==> src/design/bfa_pkg.sv <==
// Shared types and constants for the bitmap frame allocator.
// Used by bfa_csr, bfa_map, bfa_scan and bitmap_frame_allocator; no dependencies.
`default_nettype none

package bfa_pkg;

   localparam int NUM_FRAMES_DEFAULT = 4096;
   localparam int FRAME_SHIFT        = 12;   // log2 of the 4 KiB frame size
   localparam int ADDR_W             = 24;
   localparam int FIDX_W             = ADDR_W - FRAME_SHIFT;
   localparam int HINT_W             = 13;
   localparam int FC_W               = 13;
   localparam int WORD_BITS          = 16;
   localparam int BIT_W              = 4;
   localparam int WIDX_W             = HINT_W - BIT_W;
   localparam int CSR_DATA_W         = 32;
   localparam int CSR_ADDR_W         = 2;

   localparam logic [HINT_W-1:0] HINT_RESET = HINT_W'(2);
   localparam logic [FC_W-1:0]   FC_RESET   = FC_W'(4096);

   typedef enum logic [0:0] {
      OP_ALLOC = 1'b0,
      OP_FREE  = 1'b1
   } op_type;

   typedef enum logic [1:0] {
      STATUS_DONE    = 2'd0,
      STATUS_NONE    = 2'd1,
      STATUS_BADADDR = 2'd2
   } status_type;

   typedef enum logic [2:0] {
      SEQ_CLEAR,
      SEQ_IDLE,
      SEQ_SCAN,
      SEQ_FREE,
      SEQ_REPLY
   } seq_state_type;

   typedef struct packed {
      op_type              operation;
      logic [ADDR_W-1:0]   frame_address;
   } req_type;

   typedef struct packed {
      logic [ADDR_W-1:0]   allocated_address;
      status_type          status;
   } rsp_type;

   typedef struct packed {
      logic             found;
      logic [BIT_W-1:0] bit_idx;
      logic             last;
   } scan_result_type;

endpackage

`default_nettype wire

==> src/design/bfa_scan.sv <==
// Word scanner: masks one map word to the frames between the hint and
// the managed count and finds the lowest free one. Depends on bfa_pkg.
`default_nettype none

module bfa_scan (
   input  wire logic [bfa_pkg::WORD_BITS-1:0] word,
   input  wire logic [bfa_pkg::WIDX_W-1:0]    word_idx,
   input  wire logic [bfa_pkg::HINT_W-1:0]    hint,
   input  wire logic [bfa_pkg::HINT_W-1:0]    n_eff,
   output bfa_pkg::scan_result_type           result
);

   localparam int BitW = bfa_pkg::BIT_W;

   logic [bfa_pkg::WORD_BITS-1:0] avail;
   logic [bfa_pkg::HINT_W:0]      next_base;

   always_comb begin
      logic [bfa_pkg::HINT_W-1:0] frame;
      for (int b = 0; b < bfa_pkg::WORD_BITS; b++) begin
         frame    = {word_idx, BitW'(b)};
         avail[b] = word[b] && (frame >= hint) && (frame < n_eff);
      end
   end

   always_comb begin
      result.bit_idx = '0;
      for (int b = bfa_pkg::WORD_BITS - 1; b >= 0; b--) begin
         if (avail[b]) begin
            result.bit_idx = BitW'(b);
         end
      end
      result.found = |avail;
      // The word is the last one when the next word starts at or past the count.
      next_base   = {({1'b0, word_idx} + (bfa_pkg::WIDX_W + 1)'(1)), BitW'(0)};
      result.last = next_base >= {1'b0, n_eff};
   end

endmodule

`default_nettype wire
==> config.mk <==
export PLATFORM = sky130hd
export DESIGN_NAME = bfa_scan
export DESIGN_NICKNAME = d
export VERILOG_FILES = /design/src/design/bfa_pkg.sv /design/src/design/bfa_scan.sv
export SDC_FILE = /design/constraint.sdc
export NUM_CORES = 1
export LEC_CHECK = 0
export ABC_CLOCK_PERIOD_IN_PS = 5750
export BUFFER_PORTS_ARGS = -buffer_cell sky130_fd_sc_hd__buf_2
export CAP_MARGIN = 20
export CORE_AREA = 2 2 61 63
export DETAILED_ROUTE_END_ITERATION = 16
export DIE_AREA = 0 0 63 65
export PLACE_DENSITY_LB_ADDON = 0.12
export RECOVER_POWER = 50
export SLEW_MARGIN = 10
export SYNTH_ARGS = -nofsm -noshare
export SYNTH_HDL_FRONTEND = slang
export SYNTH_SLANG_ARGS = --single-unit
==> constraint.sdc <==
create_clock -name vclk -period 5.75
set_input_delay 1.15 -clock vclk [all_inputs]
set_output_delay 1.15 -clock vclk [all_outputs]
set_load 0.005 [all_outputs]
Yosys cells after proc, flatten, opt, wreduce, memory -nomap -nowiden
Cells that the tools add are included.
{ "word_totals": {"elab_cells": 83, "register_bits": 0, "inputBits": 51, "output_inout_bits": 6} }
{ "op_classes": {"magnitude_cmp": 33, "reduce_logical": 33, "addsub": 1, "n_mux": 16} }
{ "ops": {"columns": ["operator", "n"], "rows": [
  [">= comparator 13 bit", 16],
  ["< comparator 13 bit", 16],
  ["two-way mux 4 bit", 16],
  ["logical AND 1 bit", 32],
  ["OR reduction 16 bit", 1],
  [">= comparator 14 x 13 -> 1 bit", 1],
  ["adder 9 x 1 -> 10 bit, second input constant", 1]
]} }

Logic depth before layout (Yosys ltp)
Gate-level depths: netlist (run 1).
{ "logic_depth": {"depth_word": 19, "mapped_depth": 10, "ltp_nobuf": 9} }

Worst setup path after synthesis (run 1)
Ideal clock, no wire load.
{ "synth_path": {"path_kind": "input to output", "from": "input port word_idx[0] (netlist bit)", "to": "output port result[5] (netlist bit)", "stages": 9, "required_time_ns": 4.600, "slack_ns": 1.558, "t_arrival_ns": 3.042, "n_path_buf": 0, "path_cell_list": "inv_1 > ha_1 > or3_4 > nor3b_2 > a21boi_1 > o2111ai_2 > nand2_2 > nor4_2 > or3b_1"} }
{ "synth_lines": {"columns": ["element", "line", "rtl"], "rows": [
  ["start, declared", "bfa_scan.sv:7", "input wire logic [bfa_pkg::WIDX_W-1:0] word_idx,"],
  ["end, declared", "bfa_scan.sv:10", "output bfa_pkg::scan_result_type result"]
]} }

==> flow_metrics.env, run 1 <==
export IMPL_vias_per_cell=5.84
export IMPL_power_density_nw_per_um2=87.9
export IMPL_path_buf_inv=3
export IMPL_power_share_clock_pct=0
export IMPL_nets=360
export IMPL_cap_violations=0
export IMPL_dieArea_sq_um=4100
export IMPL_finalHoldViolCount=0
export IMPL_min_period_ns=4.92
export IMPL_hold_buffers=0
export IMPL_diodes=0
export IMPL_crit_chain="clkbuf_1 -> inv_1 -> ha_1 -> or3_4 -> nor3b_2 -> a21boi_1 -> o2111ai_2 -> nand2_2 -> nor4_1 -> or3b_1 -> buf_2"
export IMPL_synth_distinct_cells=64
export IMPL_gp_congestion=0.891
export IMPL_hpwl_mm=3.95
export IMPL_p_comb_share_pct=100.0
export IMPL_crit_type="in2out"
export IMPL_cp_top_family="simple AND/OR/NAND/NOR gates"
export IMPL_pwr_share_seq_pct=0
export IMPL_max_stage_delay_ns=0.43
export IMPL_power_switching_w=0.0000955
export IMPL_dp_cells=325
export IMPL_drv_slew=0
export IMPL_irDropWorstVdd_mv=0.0475
export IMPL_slew_limit_headroom_pct=56.2
export IMPL_endpoint_kind="primary output"
export IMPL_ys_seq_area_share_pct=0
export IMPL_synthTopCellsByArea="ha_1 (22%), a21oi_1 (5.1%), inv_1 (4.9%), a21o_1 (3.1%), nand2_1 (3.1%)"
export IMPL_postSynthAreaPerCell_sq_um=7.50
export IMPL_finalSetupTns_ns=0
export IMPL_routedWlPerCell_microns=13.9
export IMPL_num_vias=1897
export IMPL_fp_row_count=22
export IMPL_grt_pass1_wl_mm=7.80
export IMPL_synth_cells=224
export IMPL_switching_share_pct=54.9
export IMPL_p_int_w=0.0000784
export IMPL_p_leak_nw=0.981
export IMPL_status="complete, no violations"
export IMPL_crit_slowest_cell="or3_4"
export IMPL_fin_crit_sh_pct=85.6
export IMPL_finalHoldWorstSlack_ns=2.74
export IMPL_synth_fp_nets=305
export IMPL_grt_setup_unrepaired="no"
export IMPL_core_sq_um=3500
export IMPL_drt_total_wl_mm=4.52
export IMPL_overflow=0
export IMPL_layout_common_cells="buf_2 (56), ha_1 (30), inv_1 (22), a21oi_1 (17), nand2_1 (14)"
export IMPL_layout_drive_gt1_share_pct=28.2
export IMPL_yosysTopAreaCell="ha_1"
export IMPL_grt_max_degree=12
export IMPL_ios=57
export IMPL_synth_area_sq_um=1680
export IMPL_fin_util_pct=56.5
export IMPL_instances_no_fill=325
export IMPL_synth_top_area_share_pct=22.3
export IMPL_port_buffers=57
export IMPL_firstDrtPassIters=4
export IMPL_die_w_microns=63
export IMPL_post_cts_buffers=0
export IMPL_fmax_mhz=203
export IMPL_drt_iter0_drc=63
export IMPL_final_antenna_net_count=0
export IMPL_initial_core_util_pct=48.1
export IMPL_mostFrequentLayoutCell="buf_2"
export IMPL_worstMarginPinSlew_ns=0.651
export IMPL_cp_max_fo=7
export IMPL_drc=0
export IMPL_syn_to_final_growth_pct=17.6
export IMPL_synth_warnings=0
export IMPL_cp_arrival_ns=3.77
export IMPL_regArea_sq_um=0
export IMPL_antenna_found_initial=0
export IMPL_die_h_microns=65
export IMPL_final_setup_viol_count=0
export IMPL_worst_setup_path_start_kind="primary input"
export IMPL_grt_pass1_vias=1760
export IMPL_grtUsageTotal_pct=22.7
export IMPL_clkbuf_count=0
export IMPL_seq_cell_count=0
export IMPL_worstPathRequired_ns=4.60
export IMPL_hold_class="in2out"
export IMPL_post_cts_resize_count=0
[stage by stage]
| step | cell area (sq um) | setup slack (ns) | power [W] |
|---|---|---|---|
| after floorplan | 1680 | 1.56 | 0.000120 |
| after global placement | 1980 | 1.05 | 0.000174 |
| after detailed placement | 1980 | 1.04 | 0.000175 |
| after CTS | 1980 | 1.03 | 0.000176 |
| after global routing | 1980 | 0.587 | 0.000198 |
| final | 1980 | 0.829 | 0.000174 |
[path summary, 6_finish.rpt]
kind                    start  slack, ns  depth (start not counted)        end
setup / recovery  word_idx[0]       0.83                         11  result[5]
hold / removal        word[0]       2.74                          4  result[1]
[routing by layer]
layer	GRT usage (%)	routed length [microns]	vias to the layer above
met5	0	0	-
met4	3.89	84	0
met3	0.694	208	8
met2	42.4	2180	59
met1	29.3	2040	847
li1	-	-	983
[final cells by class]
type                            instances  area (sq um)
Fill cell                             375          1520
Tap cell                               48          60.1
Inverter                               22          82.6
Timing Repair Buffer                   57           284
Multi-Input combinational cell        198          1550
[kinds of logic after synthesis]
family	Yosys count	share of synthesized area (%)
AO/OA/AOI/OAI	81	38.0
XOR/XNOR	7	3.65
adder cells (fa/ha/maj)	30	22.3
buffers and inverters	26	7.37
multiplexers	1	0.596
AND/OR/NAND/NOR	79	28.0
[power by group through the flow]
stage	sequential [W]	clock [W]	combinational, W
global route	0	0	0.000198
global placement	0	0	0.000174
finish	0	0	0.000174
CTS	0	0	0.000176
detailed placement	0	0	0.000175
floorplan	0	0	0.000120
[cells in the mapped netlist, types with 2 or more instances]
| library cell | number |
|---|---|
| ha_1 | 30 |
| inv_1 | 22 |
| a21oi_1 | 17 |
| nand2_1 | 14 |
| nor2_1 | 10 |
| nand3_1 | 9 |
| a21o_1 | 7 |
| nand4_1 | 7 |
| nor3_1 | 7 |
| o2111ai_1 | 6 |
| o211ai_1 | 6 |
| xnor2_1 | 6 |
| o21ai_0 | 5 |
| and4_1 | 4 |
| nand2b_1 | 4 |
| buf_6 | 3 |
| nand2_2 | 3 |
| nor2b_1 | 3 |
| o2111a_1 | 3 |
| o21ai_1 | 3 |
| a21boi_1 | 2 |
| a21oi_2 | 2 |
| a221oi_1 | 2 |
| a31oi_1 | 2 |
| and2_1 | 2 |
| nand4b_1 | 2 |
| o2111ai_2 | 2 |
| o211ai_2 | 2 |
| o21a_1 | 2 |
| o21ai_2 | 2 |
| o31ai_1 | 2 |
(Power assumes the default switching activity.)
==> run 2, diff against run 1 <==
--- a/config.mk
+++ b/config.mk
@@ -11,6 +11,7 @@
 export CORE_AREA = 2 2 61 63
 export DETAILED_ROUTE_END_ITERATION = 16
 export DIE_AREA = 0 0 63 65
+export GPL_TIMING_DRIVEN = 0
 export PLACE_DENSITY_LB_ADDON = 0.12
 export RECOVER_POWER = 50
 export SLEW_MARGIN = 10
==> flow_metrics.env, run 2 (synthesis results as in run 1) <==
export IMPL_irDropWorstVdd_mv=0.0467
export IMPL_syn_to_final_growth_pct=19.5
export IMPL_antenna_found_initial=0
export IMPL_core_sq_um=3500
export IMPL_cap_violations=0
export IMPL_drt_iter0_drc=71
export IMPL_firstDrtPassIters=4
export IMPL_grt_setup_unrepaired="no"
export IMPL_endpoint_kind="primary output"
export IMPL_gp_congestion=0.919
export IMPL_fin_crit_sh_pct=86.3
export IMPL_drv_slew=0
export IMPL_min_period_ns=4.96
export IMPL_crit_chain="clkbuf_1 -> inv_1 -> ha_1 -> or3_4 -> nor2_1 -> o21ai_1 -> o2111ai_1 -> nand2_2 -> nor4_1 -> or3b_1 -> buf_2"
export IMPL_finalHoldViolCount=0
export IMPL_grt_pass1_vias=1676
export IMPL_hp_start="word[0]"
export IMPL_die_w_microns=63
export IMPL_post_cts_resize_count=0
export IMPL_drt_total_wl_mm=4.44
export IMPL_fill_cells=380
export IMPL_clkbuf_count=0
export IMPL_finalSetupTns_ns=0
export IMPL_crit_type="in2out"
export IMPL_cp_top_family="simple AND/OR/NAND/NOR gates"
export IMPL_max_stage_delay_ns=0.43
export IMPL_path_buf_inv=3
export IMPL_p_leak_nw=0.996
export IMPL_grt_busiest_layer="met2"
export IMPL_hold_buffers=0
export IMPL_ios=57
export IMPL_post_cts_buffers=0
export IMPL_hold_class="in2out"
export IMPL_overflow=0
export IMPL_slew_limit_headroom_pct=54.3
export IMPL_grtUsageTotal_pct=21.4
export IMPL_diodes=0
export IMPL_fp_row_count=22
export IMPL_grt_pass1_wl_mm=7.32
export IMPL_pre_cts_ws_ns=1.02
export IMPL_worst_setup_path_start_kind="primary input"
export IMPL_vias_per_cell=5.74
export IMPL_dieArea_sq_um=4100
export IMPL_port_buffers=55
export IMPL_layout_common_cells="buf_2 (54), ha_1 (30), inv_1 (22), a21oi_1 (17), nand2_1 (14)"
export IMPL_finalPower_w=0.000176
export IMPL_seq_cell_count=0
export IMPL_grt_met1_usage_pct=28.5
export IMPL_grt_use_met2_pct=38.6
export IMPL_crit_start="word_idx[0]"
export IMPL_final_antenna_net_count=0
export IMPL_cp_arrival_ns=3.81
export IMPL_final_setup_viol_count=0
export IMPL_hpwl_mm=3.86
export IMPL_initial_core_util_pct=48.1
export IMPL_drc=0
export IMPL_grt_max_degree=11
export IMPL_layout_drive_gt1_share_pct=28.7
export IMPL_worstMarginPinSlew_ns=0.679
export IMPL_die_h_microns=65
export IMPL_num_vias=1876
export IMPL_use_met3_pct=0.868
export IMPL_routedWlPerCell_microns=13.6
export IMPL_cp_max_fo=7
export IMPL_fmax_mhz=202
export IMPL_worstPathRequired_ns=4.60
export IMPL_fin_util_pct=57.4
export IMPL_setup_slack_ns=0.789
export IMPL_power_density_nw_per_um2=87.8
export IMPL_nets=362
export IMPL_mostFrequentLayoutCell="buf_2"
export IMPL_status="complete, no violations"
export IMPL_regArea_sq_um=0
export IMPL_crit_slowest_cell="or3_4"
export IMPL_multi_input_area_sq_um=1550
## run 2: changes by cell type in the layout (fill, tap and decap cells not counted)
cell and delta:
buf_4 +1, buf_2 -2, buf_6 +3
## run 2: worst paths after layout
path / end / slack, ns / cells after the start
setup / recovery: result[5] / 0.79 / 11
hold / removal: result[1] / 2.74 / 4
## run 2: layout make-up
type / count / area share (%)
multi-input combinational: 198 / 77.2
timing repair buffer: 55 / 13.6
inverter: 22 / 4.11
tap: 48 / 2.99
buffer: 4 / 2.06
## run 2: where the power goes
part / leakage, nW / switching, W / internal [W]
combinational: 0.996 / 0.0000958 / 0.0000804
sequential: 0 / 0 / 0
clock: 0 / 0 / 0
total: 0.996 / 0.0000958 / 0.0000804
## run 2: metal layers
layer / share of wire, % / up-vias
met5: 0 / -
met4: 2.1 / 0
met3: 5.3 / 6
met2: 47 / 60
met1: 46 / 818
li1: - / 992
## run 2: stage by stage
stage | hold WS, ns | instances | cell area [sq um]
finish | 2.74 | 327 | 2010
global route | 2.78 | 327 | 2010
CTS | 2.74 | 327 | 2020
detailed placement | 2.74 | 327 | 2020
global placement | 2.74 | 327 | 2020
floorplan | 2.52 | 224 | 1680
## run 2: tightest hold or removal path: stages
cell       delay, ns
buf_2           0.10
o2111ai_2       0.11
a22o_1          0.13
buf_2           0.10
