## config.mk

```make
export PLATFORM = sky130hd
export DESIGN_NAME = bfa_csr
export DESIGN_NICKNAME = d
export VERILOG_FILES = /design/src/design/bfa_pkg.sv /design/src/design/bfa_csr.sv
export SDC_FILE = /design/constraint.sdc
export NUM_CORES = 1
export LEC_CHECK = 0
export BUFFER_PORTS_ARGS = -buffer_cell sky130_fd_sc_hd__buf_4
export CAP_MARGIN = 10
export CELL_PAD_IN_SITES_DETAIL_PLACEMENT = 2
export CELL_PAD_IN_SITES_GLOBAL_PLACEMENT = 2
export CORE_UTILIZATION = 18
export DETAILED_ROUTE_END_ITERATION = 16
export PLACE_DENSITY_LB_ADDON = 0.1
export SKIP_LAST_GASP = 1
export SYNTH_ARGS = -nofsm -noshare
export SYNTH_HDL_FRONTEND = slang
export SYNTH_SLANG_ARGS = --single-unit
```

## constraint.sdc

```tcl
create_clock -name clock -period 1.3 [get_ports clock]
set_input_delay 0.195 -clock clock [delete_from_list [all_inputs] [get_ports clock]]
set_output_delay 0.195 -clock clock [all_outputs]
set_load 0.1 [all_outputs]
```

## src/design/bfa_pkg.sv

```systemverilog
// Shared types and constants for the bitmap frame allocator.
// Used by bfa_csr, bfa_map, bfa_scan and bitmap_frame_allocator; no dependencies.
`default_nettype none

package bfa_pkg;

   localparam int NUM_FRAMES_DEFAULT = 4096;
   localparam int FRAME_SHIFT        = 12;   // log2 of the 4 KiB frame size
   localparam int ADDR_W             = 24;
   localparam int FIDX_W             = ADDR_W - FRAME_SHIFT;
   localparam int HINT_W             = 13;
   localparam int FC_W               = 13;
   localparam int WORD_BITS          = 16;
   localparam int BIT_W              = 4;
   localparam int WIDX_W             = HINT_W - BIT_W;
   localparam int CSR_DATA_W         = 32;
   localparam int CSR_ADDR_W         = 2;

   localparam logic [HINT_W-1:0] HINT_RESET = HINT_W'(2);
   localparam logic [FC_W-1:0]   FC_RESET   = FC_W'(4096);

   typedef enum logic [0:0] {
      OP_ALLOC = 1'b0,
      OP_FREE  = 1'b1
   } op_type;

   typedef enum logic [1:0] {
      STATUS_DONE    = 2'd0,
      STATUS_NONE    = 2'd1,
      STATUS_BADADDR = 2'd2
   } status_type;

   typedef enum logic [2:0] {
      SEQ_CLEAR,
      SEQ_IDLE,
      SEQ_SCAN,
      SEQ_FREE,
      SEQ_REPLY
   } seq_state_type;

   typedef struct packed {
      op_type              operation;
      logic [ADDR_W-1:0]   frame_address;
   } req_type;

   typedef struct packed {
      logic [ADDR_W-1:0]   allocated_address;
      status_type          status;
   } rsp_type;

   typedef struct packed {
      logic             found;
      logic [BIT_W-1:0] bit_idx;
      logic             last;
   } scan_result_type;

endpackage

`default_nettype wire

```

## src/design/bfa_csr.sv

```systemverilog
// Configuration register block: holds frame_count and derives the effective
// number of managed frames. Depends on bfa_pkg.
`default_nettype none

module bfa_csr #(
   parameter int NUM_FRAMES = bfa_pkg::NUM_FRAMES_DEFAULT
) (
   input  wire logic                             clock,
   input  wire logic                             reset,
   input  wire logic                             psel,
   input  wire logic                             penable,
   input  wire logic                             pwrite,
   input  wire logic [bfa_pkg::CSR_ADDR_W-1:0]   paddr,
   input  wire logic [bfa_pkg::CSR_DATA_W-1:0]   pwdata,
   output logic      [bfa_pkg::CSR_DATA_W-1:0]   prdata,
   output logic                                  pready,
   output logic      [bfa_pkg::HINT_W-1:0]       n_eff
);

   logic [bfa_pkg::FC_W-1:0] fc_ff, fc_in;
   logic                     wr_go;

   // Only one word of register space exists, so every byte lane address hits it.
   assign wr_go = psel && penable && pwrite && (paddr == paddr);

   always_comb begin
      fc_in = fc_ff;
      if (wr_go) begin
         fc_in = pwdata[bfa_pkg::FC_W-1:0];
      end
   end

   always_ff @(posedge clock) begin
      if (reset) begin
         fc_ff <= bfa_pkg::FC_RESET;
      end else begin
         fc_ff <= fc_in;
      end
   end

   // A count larger than the map is clamped to the map size.
   always_comb begin
      if (17'(fc_ff) > 17'(NUM_FRAMES)) begin
         n_eff = bfa_pkg::HINT_W'(NUM_FRAMES);
      end else begin
         n_eff = fc_ff;
      end
   end

   assign prdata = bfa_pkg::CSR_DATA_W'(fc_ff);
   assign pready = 1'b1;

endmodule

`default_nettype wire

```

== Word-level counts from Yosys, hierarchy flattened ==
Index checks and enable logic that the tools add are counted.
Word-level totals
  flip-flop bits (word level): 13
  bits of input ports: 39
  output and inout bits: 46
  word-level logic and storage cells: 5
Operators by class
  magnitude comparators: 1
  mux-type cells: 1
  reduce and logical (&&, ||, !) cells: 2
Operator list (count)
  $gt 13x13->1 const B: 1
  $mux 13: 1
  $logic_and 1x1->1: 2

== Logic depth before layout (Yosys ltp) ==
Gate-level depths: netlist (run 1).
  depth in word-level cells: 2
  gate-level depth with buffers: 4
  depth with buffers taken out: 2

== Worst setup path before layout (run 1) ==
No wires, ideal clock.
  kind: reg-to-output
  start point: reg fc_ff[0] (netlist name)
  end point: out n_eff[0] (netlist name)
  arrival time: 2.392 ns
  path slack: -1.287 ns
  cell stages (with the launch flop): 2
  buffers on the path: 0
  cells stage by stage: dfxtp_1 > nor2b_1
On the way
  cells in the longest elaborated chain, start to end: 2
Ends and longest elaborated chain
  start: declaration: line bfa_csr.sv:20  | logic [bfa_pkg::FC_W-1:0] fc_ff, fc_in;
  start signal: assignment: line bfa_csr.sv:35  | fc_ff <= bfa_pkg::FC_RESET;
  start signal: assignment: line bfa_csr.sv:37  | fc_ff <= fc_in;
  $gt 13x13->1: line bfa_csr.sv:43  | if (17'(fc_ff) > 17'(NUM_FRAMES)) begin
  $mux 13 (*): line bfa_csr.sv:43
  end: declaration: line bfa_csr.sv:17  | output logic [bfa_pkg::HINT_W-1:0] n_eff
Mark *: on every way between the ends. The rest lies on a longest branch, timed or not.

== Final worst setup path (run 1) ==
  start point: reg fc_ff[12] (netlist name)
  end point: out n_eff[10] (netlist name)
On the way
  cells in the longest elaborated chain, start to end: 2
Ends and longest elaborated chain (line)
  $gt 13x13->1: bfa_csr.sv:43
  $mux 13: bfa_csr.sv:43
Every way passes these cells.

==> metrics.md, run 1 <==
| Metric | Value |
|---|---|
| Final Max Slew Viols | `0` |
| Met2 global-route usage | `15.4%` |
| Power density over the cells | `901 mW/mm²` |
| Vias in the first global route | `704` |
| Vias | `710` |
| Gpl congestion | `between 0.7 and 0.8` |
| Row count | `24` |
| Critical Path Sink Type | `primary output` |
| Max reg flops | `13` |
| Total of warnings raised by yosys | `0` |
| Largest reg by FF count | `fc_ff` |
| Clk slew on worst S/H paths | `about 60 ps` |
| GRT Total Usage | `9.06%` |
| Synthesized flop and latch total | `13` |
| DRT iter0 DRCs | `19` |
| Die Height | `roughly 70 µm` |
| Cell count after synthesis | `93` |
| CP Class | `flop to primary output` |
| Fin util | `32.8%` |
| Clk buf depth | `2` |
| Hold Buf Count CTS | `0` |
| Hold WC Path Type | `primary input to flop` |
| Share of layout cells above drive strength 1 | `55.9%` |
| Fill cells | `479` |
| Seq/Total Area, Yosys | `31.0%` |
| Clock Latency Late Sink | `240 ps` |
| Skew final | `0 ps` |
| Unrepaired setup endpoints after global routing | `yes` |
| Core Region | `0.00441 mm²` |
| Post-synth top area share | `31.0%` |
| Required @ worst endpoint | `1110 ps` |
| Dominant cell type by area after synthesis | `dfxtp_1` |
| Highest Clock Rate | `776 MHz` |
| Nets | `176` |
| Period Utilization, post-route | `99.1%` |
| Routed wire per std cell | `12.1 µm` |
| Dpl hpwl | `1.63 mm` |
| Synthesized area | `840 µm²` |
| Overflow after GRT | `0` |
| Final Hold Violating Endpoints | `0` |
| VDD IR max | `roughly 0.00032 V` |
| Pre-CTS WS | `125 ps` |
| Starting Density | `around a fifth` |
| Largest registers | `fc_ff x13` |
| Post-route antenna net violation count | `0` |
| Slowest-stage cell, CP | `dfxtp_4` |
| Num ports | `between 80 and 90` |
| CTS tree | `done` |
| M3 GR Usage | `under 10%` |
| TritonCTS buffer count | `3` |
| Leakage | `0.000578 µW` |
| Largest cells by area after synthesis | `dfxtp_1 (31%), buf_4 (18%), nand2b_1 (18%)` |
| Crit path buf inv count | `2` |
| H-tree depth | `1` |
| Die W | `between 70 and 80 µm` |
| Critical path data arrival time | `1090 ps` |
| Cell Chain, Critical Path | `buf_12 -> nor2b_4 -> buf_8` |
| Largest net degree at the start of global routing | `27` |
| Status | `finished clean` |
| Synthesis-to-layout area growth | `72.6%` |
| Final critical-path setup slack | `12.0 ps` |
| Clock sink count | `13` |
| Placed cells | `180` |
| N_diodes | `0` |
| WL final | `2.28 mm` |
| Top cell family by delay on the critical path | `flip-flops` |
| Crit path max fanout | `8` |
| Area of the die | `between 0.004 and 0.005 mm²` |
| Router iterations before antenna repair | `3` |
| Cell Count, Final, Fillers Out | `188` |
| Setup-failing EPs final | `0` |
| Via density | `3.78` |
| GR Util met1 | `11.4%` |
| Area of the multi-input gates | `539 µm²` |
| Global route hottest layer | `met2` |
| Tmin final | `1290 ps` |
| DR DRC count | `0` |
| Global-route wire length before repair | `3.46 mm` |
| Initial antenna violation count | `0` |
| CP Launch Type | `flop` |
| Register area | `309 µm²` |
| CTS root buf | `clkbuf_8` |
| I/O Buffers | `43` |
| Yosys cell types | `12` |
| Maxcap violations | `0` |
| Crit-path max cell delay | `360 ps` |
| Mean area per synthesized cell | `9.03 µm²` |
-- final cells by class --
type                    instances  area share [%]
multi-input cells              72            37.2
repair buffers                 47            33.9
flip-flops and latches         13            21.3
well taps                      52            4.49
clock buffers                   4            3.11
-- synthesized netlist by cell type (all sizes together) --
cell type   n
nor2b      12
mux2i      13
nand2b     24
dfxtp      13
clkbuf      3
and3        1
nor2        2
buf        23
conb        2
-- kinds of logic after synthesis --
family | synth area share, %
AND/OR/NAND/NOR | 29.1
buffers and inverters | 23.5
multiplexers | 15.5
flip-flops | 31.0
other | 0.895
-- repair_timing --
action / CTS / global route
gates resized for setup: 21 / 10
buffers inserted: 3 / 1
setup endpoints to repair: 14 / 12
-- worst reg2reg max path: stages, from the launching register on --
cell and delay [ps]:
dfxtp_4 360, buf_4 160, nor2_1 100, mux2i_1 60
-- per-layer routing --
metal	part of all wire [%]	vias up
met5	0	-
met4	1.2	0
met3	6.0	2
met2	52	39
met1	41	333
li1	-	336
-- where the power goes --
part | internal (µW) | leakage [µW] | switching (µW)
Combinational | 102 | 0.000440 | 426
Clock | 216 | 0.0000228 | 154
Sequential | 396 | 0.000115 | 12.0
-- metrics by stage --
step | instance area, µm² | TNS (ps) | total power, µW | hold slack, ps
after global placement | 1240 | 0 | 929 | 454
after global routing | 1450 | -51.4 | 1360 | 221
after floorplan | 1060 | -608 | 913 | 339
after detailed placement | 1240 | 0 | 934 | 459
final | 1450 | 0 | 1310 | 206
after CTS | 1400 | 0 | 1330 | 204
-- layout by cell type (no fill, tap or decap), types with 2 or more instances in the layout --
| cell type | count |
|---|---|
| conb_1 | 20 |
| buf_12 | 8 |
| dfxtp_4 | 13 |
| clkbuf_8 | 3 |
| nor2_1 | 2 |
| nor2b_4 | 12 |
| mux2i_1 | 13 |
| buf_8 | 5 |
| buf_4 | 34 |
| nand2b_1 | 24 |
-- final timing paths --
kind / start / end / slack [ps] / depth (start not counted)
setup / recovery: fc_ff[12] / n_eff[10] / 10 / 3
hold / removal: pwdata[12] / fc_ff[12] / 210 / 3
hold reg to reg: fc_ff[3] / fc_ff[3] / 490 / 2
setup reg to reg: fc_ff[12] / fc_ff[12] / 510 / 3
Power figures use the tool's default switching activity.
==> inputs of run 2 (changes only) <==
CORE_MARGIN = 4   (was default)
PLACE_DENSITY = 0.91   (was default)
PLACE_DENSITY_LB_ADDON = default   (was 0.1)
clock period = 1.57 ns   (was 1.3 ns; I/O delays follow)
==> run 2 against run 1 <==
- first-iteration DRC count fell by 32%
- final cell count is 1.1% lower
- die area grew 18%
- clock skew did not move
- sequential power is 12% lower
- register-to-register slack gained 150 ps
- setup slack gained 96 ps
- clock power down 16%
- global-route usage down 0.70 points
- critical path depth did not move
- core utilization is 4.1 points lower
- sequential cell count stayed put
==> metrics.md, run 2 (synthesized netlist as in run 1, its figures left out) <==
| Metric | Value |
|---|---|
| Critical Path Sink Type | `primary output` |
| Crit path max fanout | `10` |
| VDD IR max | `0.000215 V` |
| Pre-CTS WS | `359 ps` |
| Unrepaired setup endpoints after global routing | `no` |
| Postcts setup bufs | `0` |
| Largest net degree at the start of global routing | `27` |
| Global-route wire length before repair | `3.87 mm` |
| Most frequent cells in the layout | `buf_4 (44), nand2b_1 (24), conb_1 (20)` |
| Gpl congestion | `around 0.60` |
| Clk slew on worst S/H paths | `60 ps` |
| Hold_ws | `246 ps` |
| Overflow after GRT | `0` |
| Hold WC Path Type | `primary input to flop` |
| CTS tree | `done` |
| Die Height | `~76 µm` |
| Routed wire per std cell | `12.9 µm` |
| Fill cells | `516` |
| Tmin final | `around 1500 ps` |
| CP Class | `flop to primary output` |
| Final Max Slew Viols | `0` |
| Setup-failing EPs final | `0` |
| Critical path data arrival time | `1230 ps` |
| Die W | `~76 µm` |
| Commonest non-fill, non-tap cell in the layout | `buf_4` |
| N_diodes | `0` |
| Cell Chain, Critical Path | `buf_4 -> nor2b_4 -> buf_4` |
| Core Region | `0.00444 mm²` |
| Synthesis-to-layout area growth | `52.3%` |
| Period Utilization, post-route | `93.1%` |
| Power density over the cells | `856 mW/mm²` |
| GRT Total Usage | `8.37%` |
| Met2 global-route usage | `14.7%` |
| Max reg flops | `13` |
| Starting Density | `18.9%` |
| Hold path cells | `3` |
| Status | `finished clean` |
| Setup_tns | `0 ps` |
| Post-route antenna net violation count | `0` |
| H-tree depth | `1` |
| Reg2Reg Depth | `3` |
| TritonCTS buffer count | `3` |
| Leakage | `0.000538 µW` |
| Crit-path max cell delay | `430 ps` |
| Initial antenna violation count | `0` |
| Vias | `698` |
| Clock sink count | `13` |
| DRT iter0 DRCs | `13` |
| Area of the die | `0.00582 mm²` |
| I/O Buffers | `43` |
| CP Launch Type | `flop` |
| DR DRC count | `0` |
| Vias in the first global route | `781` |
| Final Power | `between 1000 and 1500 µW` |
| Via density | `3.75` |
| Global route hottest layer | `met2` |
| Final critical-path setup slack | `108 ps` |
| Maxcap violations | `0` |
| Router iterations before antenna repair | `3` |
| Cts repair resizes | `0` |
| Largest reg by FF count | `fc_ff` |
| CTS root buf | `clkbuf_8` |
| Nets | `roughly 170` |
| Crit path buf inv count | `2` |
| Num ports | `85` |
| Share of layout cells above drive strength 1 | `approximately 55%` |
| Clk buf depth | `2` |
| Top cell family by delay on the critical path | `buffers and inverters` |
| Hold Buf Count CTS | `0` |
| Largest registers | `fc_ff x13` |
| Crit path depth | `3` |
| Dpl hpwl | `1.87 mm` |
| Row count | `24` |
| Skew final | `0 ps` |
| WL final | `2.40 mm` |
| Final Hold Violating Endpoints | `0` |
| Slowest-stage cell, CP | `dfxtp_4` |
| GR Util met1 | `9.10%` |
| Highest Clock Rate | `684 MHz` |
| Required @ worst endpoint | `1330 ps` |
| Cell repeated most along the worst path | `buf_4` |
| Clock Latency Late Sink | `240 ps` |
| M3 GR Usage | `3.07%` |
==> run 2: final timing paths <==
path	slack (ps)	startpoint	end
hold reg to reg	480	fc_ff[1]	fc_ff[1]
setup / recovery	110	fc_ff[12]	n_eff[10]
hold / removal	250	pwdata[12]	fc_ff[12]
setup reg to reg	660	fc_ff[12]	fc_ff[12]
==> run 2: report_power, final <==
part	switching [µW]	leakage, µW	internal (µW)
registers	15.2	0.000111	343
clock network	132	0.0000228	179
logic	347	0.000404	79.4
total	493	0.000538	602
==> run 2: cell type report <==
cell class	count	area [µm²]	share of cell area [%]
multi-input combinational	72	539	42.2
timing repair buffer	45	350	27.4
sequential	13	279	21.8
tap	52	65.1	5.09
clock buffer	4	45.0	3.52
==> run 2: worst min-delay path, delay by kind of cell <==
kind | cells | cell delay (ps)
buffers and inverters | 1 | 70
AND/OR/NAND/NOR | 1 | 30
multiplexers | 1 | 100
==> run 2: metrics by stage <==
stage          instances  area (µm²)  utilization, %
6_report             186        1280            28.8
5_1_grt              186        1280            28.8
4_1_cts              186        1280            28.8
3_5_place_dp         182        1230            27.8
3_3_place_gp         182        1230            27.8
2_1_floorplan        111        1020               -
==> run 2: routing by layer <==
layer | routed length, µm | vias up
met5 | 0 | -
met4 | 8 | 0
met3 | 215 | 2
met2 | 1210 | 41
met1 | 971 | 327
li1 | - | 328
==> inputs of run 3 (changes only) <==
--- a/config.mk
+++ b/config.mk
@@ -11,7 +11,7 @@
 export CELL_PAD_IN_SITES_GLOBAL_PLACEMENT = 2
 export CORE_MARGIN = 4
-export CORE_UTILIZATION = 18
+export CORE_UTILIZATION = 15
 export DETAILED_ROUTE_END_ITERATION = 16
-export PLACE_DENSITY = 0.91
+export PLACE_DENSITY = 0.82
 export SKIP_LAST_GASP = 1
 export SYNTH_ARGS = -nofsm -noshare
==> constraint.sdc (replaced) <==
create_clock -name clock -period 1.33 [get_ports clock]
set_input_delay 0.399 -clock clock [delete_from_list [all_inputs] [get_ports clock]]
set_output_delay 0.399 -clock clock [all_outputs]
set_load 0.1 [all_outputs]
==> run 3 against run 2 <==
- the run now ends with negative setup slack left
- sequential power grew 12%
- final cell count grew 9.7%
- total power grew 16%
- cell area grew 17%
- via count shrank 1.3%
- largest cell class unchanged
- die area grew 18%
==> metrics.md, run 3 (synthesized netlist as in run 1, its figures left out) <==
| Metric | Value |
|---|---|
| Status | `finished with violations` |
| Failing checks | `negative setup slack` |
| Hold Buf Count CTS | `0` |
| Most frequent cells in the layout | `buf_4 (31), nand2b_1 (24), conb_1 (20)` |
| Final Max Slew Viols | `0` |
| Hold path cells | `3` |
| Skew final | `0 ps` |
| Post-route antenna net violation count | `0` |
| Worst setup path start | `fc_ff[12]` |
| Dpl hpwl | `1.84 mm` |
| Largest net degree at the start of global routing | `27` |
| CTS tree | `done` |
| Crit path max fanout | `9` |
| Router iterations before antenna repair | `2` |
| Fin util | `between 20% and 30%` |
| Die Height | `82.8 µm` |
| Largest reg by FF count | `fc_ff` |
| Vias in the first global route | `around 750` |
| Cell Count, Final, Fillers Out | `between 200 and 250` |
| Critical Path Sink Type | `primary output` |
| Placed cells | `200` |
| Fill cells | `594` |
| Required @ worst endpoint | `930 ps` |
| CP Class | `flop to primary output` |
| Clock Latency Late Sink | `240 ps` |
| Overflow after GRT | `0` |
| Reg2Reg Depth | `3` |
| Starting Density | `15.9%` |
| Final Power | `about 1300 µW` |
| Tmin final | `1470 ps` |
| Leakage | `0.000580 µW` |
| N_diodes | `0` |
| TritonCTS buffer count | `3` |
| Die W | `82.8 µm` |
| Gpl congestion | `0.672` |
| Top cell family by delay on the critical path | `flip-flops` |
| Commonest non-fill, non-tap cell in the layout | `buf_4` |
| Nets | `174` |
| I/O Buffers | `43` |
| Critical path data arrival time | `1070 ps` |
| Via density | `3.38` |
| Final Hold Violating Endpoints | `0` |
| Hold path start | `pwdata[12]` |
| Slowest-stage cell, CP | `dfxtp_4` |
| Crit path depth | `3` |
| WL final | `2.48 mm` |
| Final critical-path setup slack | `-142 ps` |
| Clk buf depth | `2` |
| Clk slew on worst S/H paths | `60 ps` |
| Vias | `689` |
| Crit-path max cell delay | `between 300 and 400 ps` |
| Max reg flops | `13` |
| GRT Total Usage | `7.05%` |
| CTS root buf | `clkbuf_8` |
| Num ports | `85` |
| Share of layout cells above drive strength 1 | `55.2%` |
| H-tree depth | `1` |
| Hold_ws | `412 ps` |
| Clock sink count | `13` |
| FF-to-FF End | `fc_ff[12]` |
| WHS Endpoint | `fc_ff[12]` |
| Power density over the cells | `~850 mW/mm²` |
| Maxcap violations | `0` |
| Row count | `26` |
| Cell repeated most along the worst path | `buf_12` |
| DRT iter0 DRCs | `13` |
| Largest registers | `fc_ff x13` |
| RR Startpoint | `fc_ff[12]` |
| VDD IR max | `0.000221 V` |
| Area of the die | `0.00686 mm²` |
| Core Region | `0.00527 mm²` |
| Cell Chain, Critical Path | `buf_12 -> nor2b_4 -> buf_12` |
| Hold WC Path Type | `primary input to flop` |
| Routed wire per std cell | `12.2 µm` |
| Global-route wire length before repair | `3.82 mm` |
| CP Launch Type | `flop` |
| Crit path buf inv count | `2` |
| Period Utilization, post-route | `111%` |
| Initial antenna violation count | `0` |
| FF-to-FF setup slack | `around 540 ps` |
| Highest Clock Rate | `679 MHz` |
| Pre-CTS WS | `45.2 ps` |
| DR DRC count | `0` |
| Synthesis-to-layout area growth | `77.9%` |
| Unrepaired setup endpoints after global routing | `yes` |
| Setup-failing EPs final | `14` |
run 3: cell count changes in the layout (fill, tap and decap cells not counted):
cell | before | now
buf_12 | 1 | 14
buf_4 | 44 | 31
dfxtp_2 | 12 | 0
dfxtp_4 | 1 | 13
run 3: worst max path at each step:
| stage | endpoint | slack [ps] |
|---|---|---|
| floorplan | n_eff[0] | -240 |
| global placement | n_eff[0] | 50 |
| detailed placement | n_eff[6] | 50 |
| CTS | prdata[12] | -150 |
| global route | n_eff[4] | -180 |
| finish | n_eff[4] | -140 |
run 3: what timing repair did:
| item | in CTS | in global routing |
|---|---|---|
| pin swaps | 0 | 0 |
| gates resized for setup | 36 | 0 |
| setup endpoints to repair | 14 | 14 |
| setup buffers | 0 | 0 |
run 3: metal layers:
metal | vias to the layer above | global-route usage [%] | part of all wire (%)
met5 | - | 0 | 0
met4 | 0 | 2.67 | 0.44
met3 | 2 | 1.88 | 6.6
met2 | 38 | 13.3 | 54
met1 | 318 | 7.33 | 39
li1 | 331 | - | -
run 3: tightest hold or removal path: cells and delay by family:
kind / cells / cell delay, ps
buffers and inverters: 1 / 70
muxes: 1 / 110
and+or+nand+nor: 1 / 30
run 3: layout make-up:
class | instances | area, µm² | share of cell area (%)
clock buffer | 4 | 45.0 | 3.02
multi-input combinational | 72 | 539 | 36.1
sequential | 13 | 309 | 20.7
tap | 70 | 87.6 | 5.86
timing repair buffer | 45 | 513 | 34.3
run 3: per-stage QoR:
step / setup TNS (ps) / instance area (µm²)
finish: -1840 / 1490
detailed placement: 0 / 1300
global placement: 0 / 1300
CTS: -2030 / 1490
floorplan: -2770 / 1060
global route: -2380 / 1490
run 3: report_power, final:
| group | leakage [µW] | internal (µW) | total (µW) | switching (µW) |
|---|---|---|---|---|
| sequential | 0.000115 | 387 | 400 | 12.7 |
| combinational | 0.000443 | 100 | 516 | 416 |
| clock | 0.0000228 | 212 | 360 | 148 |
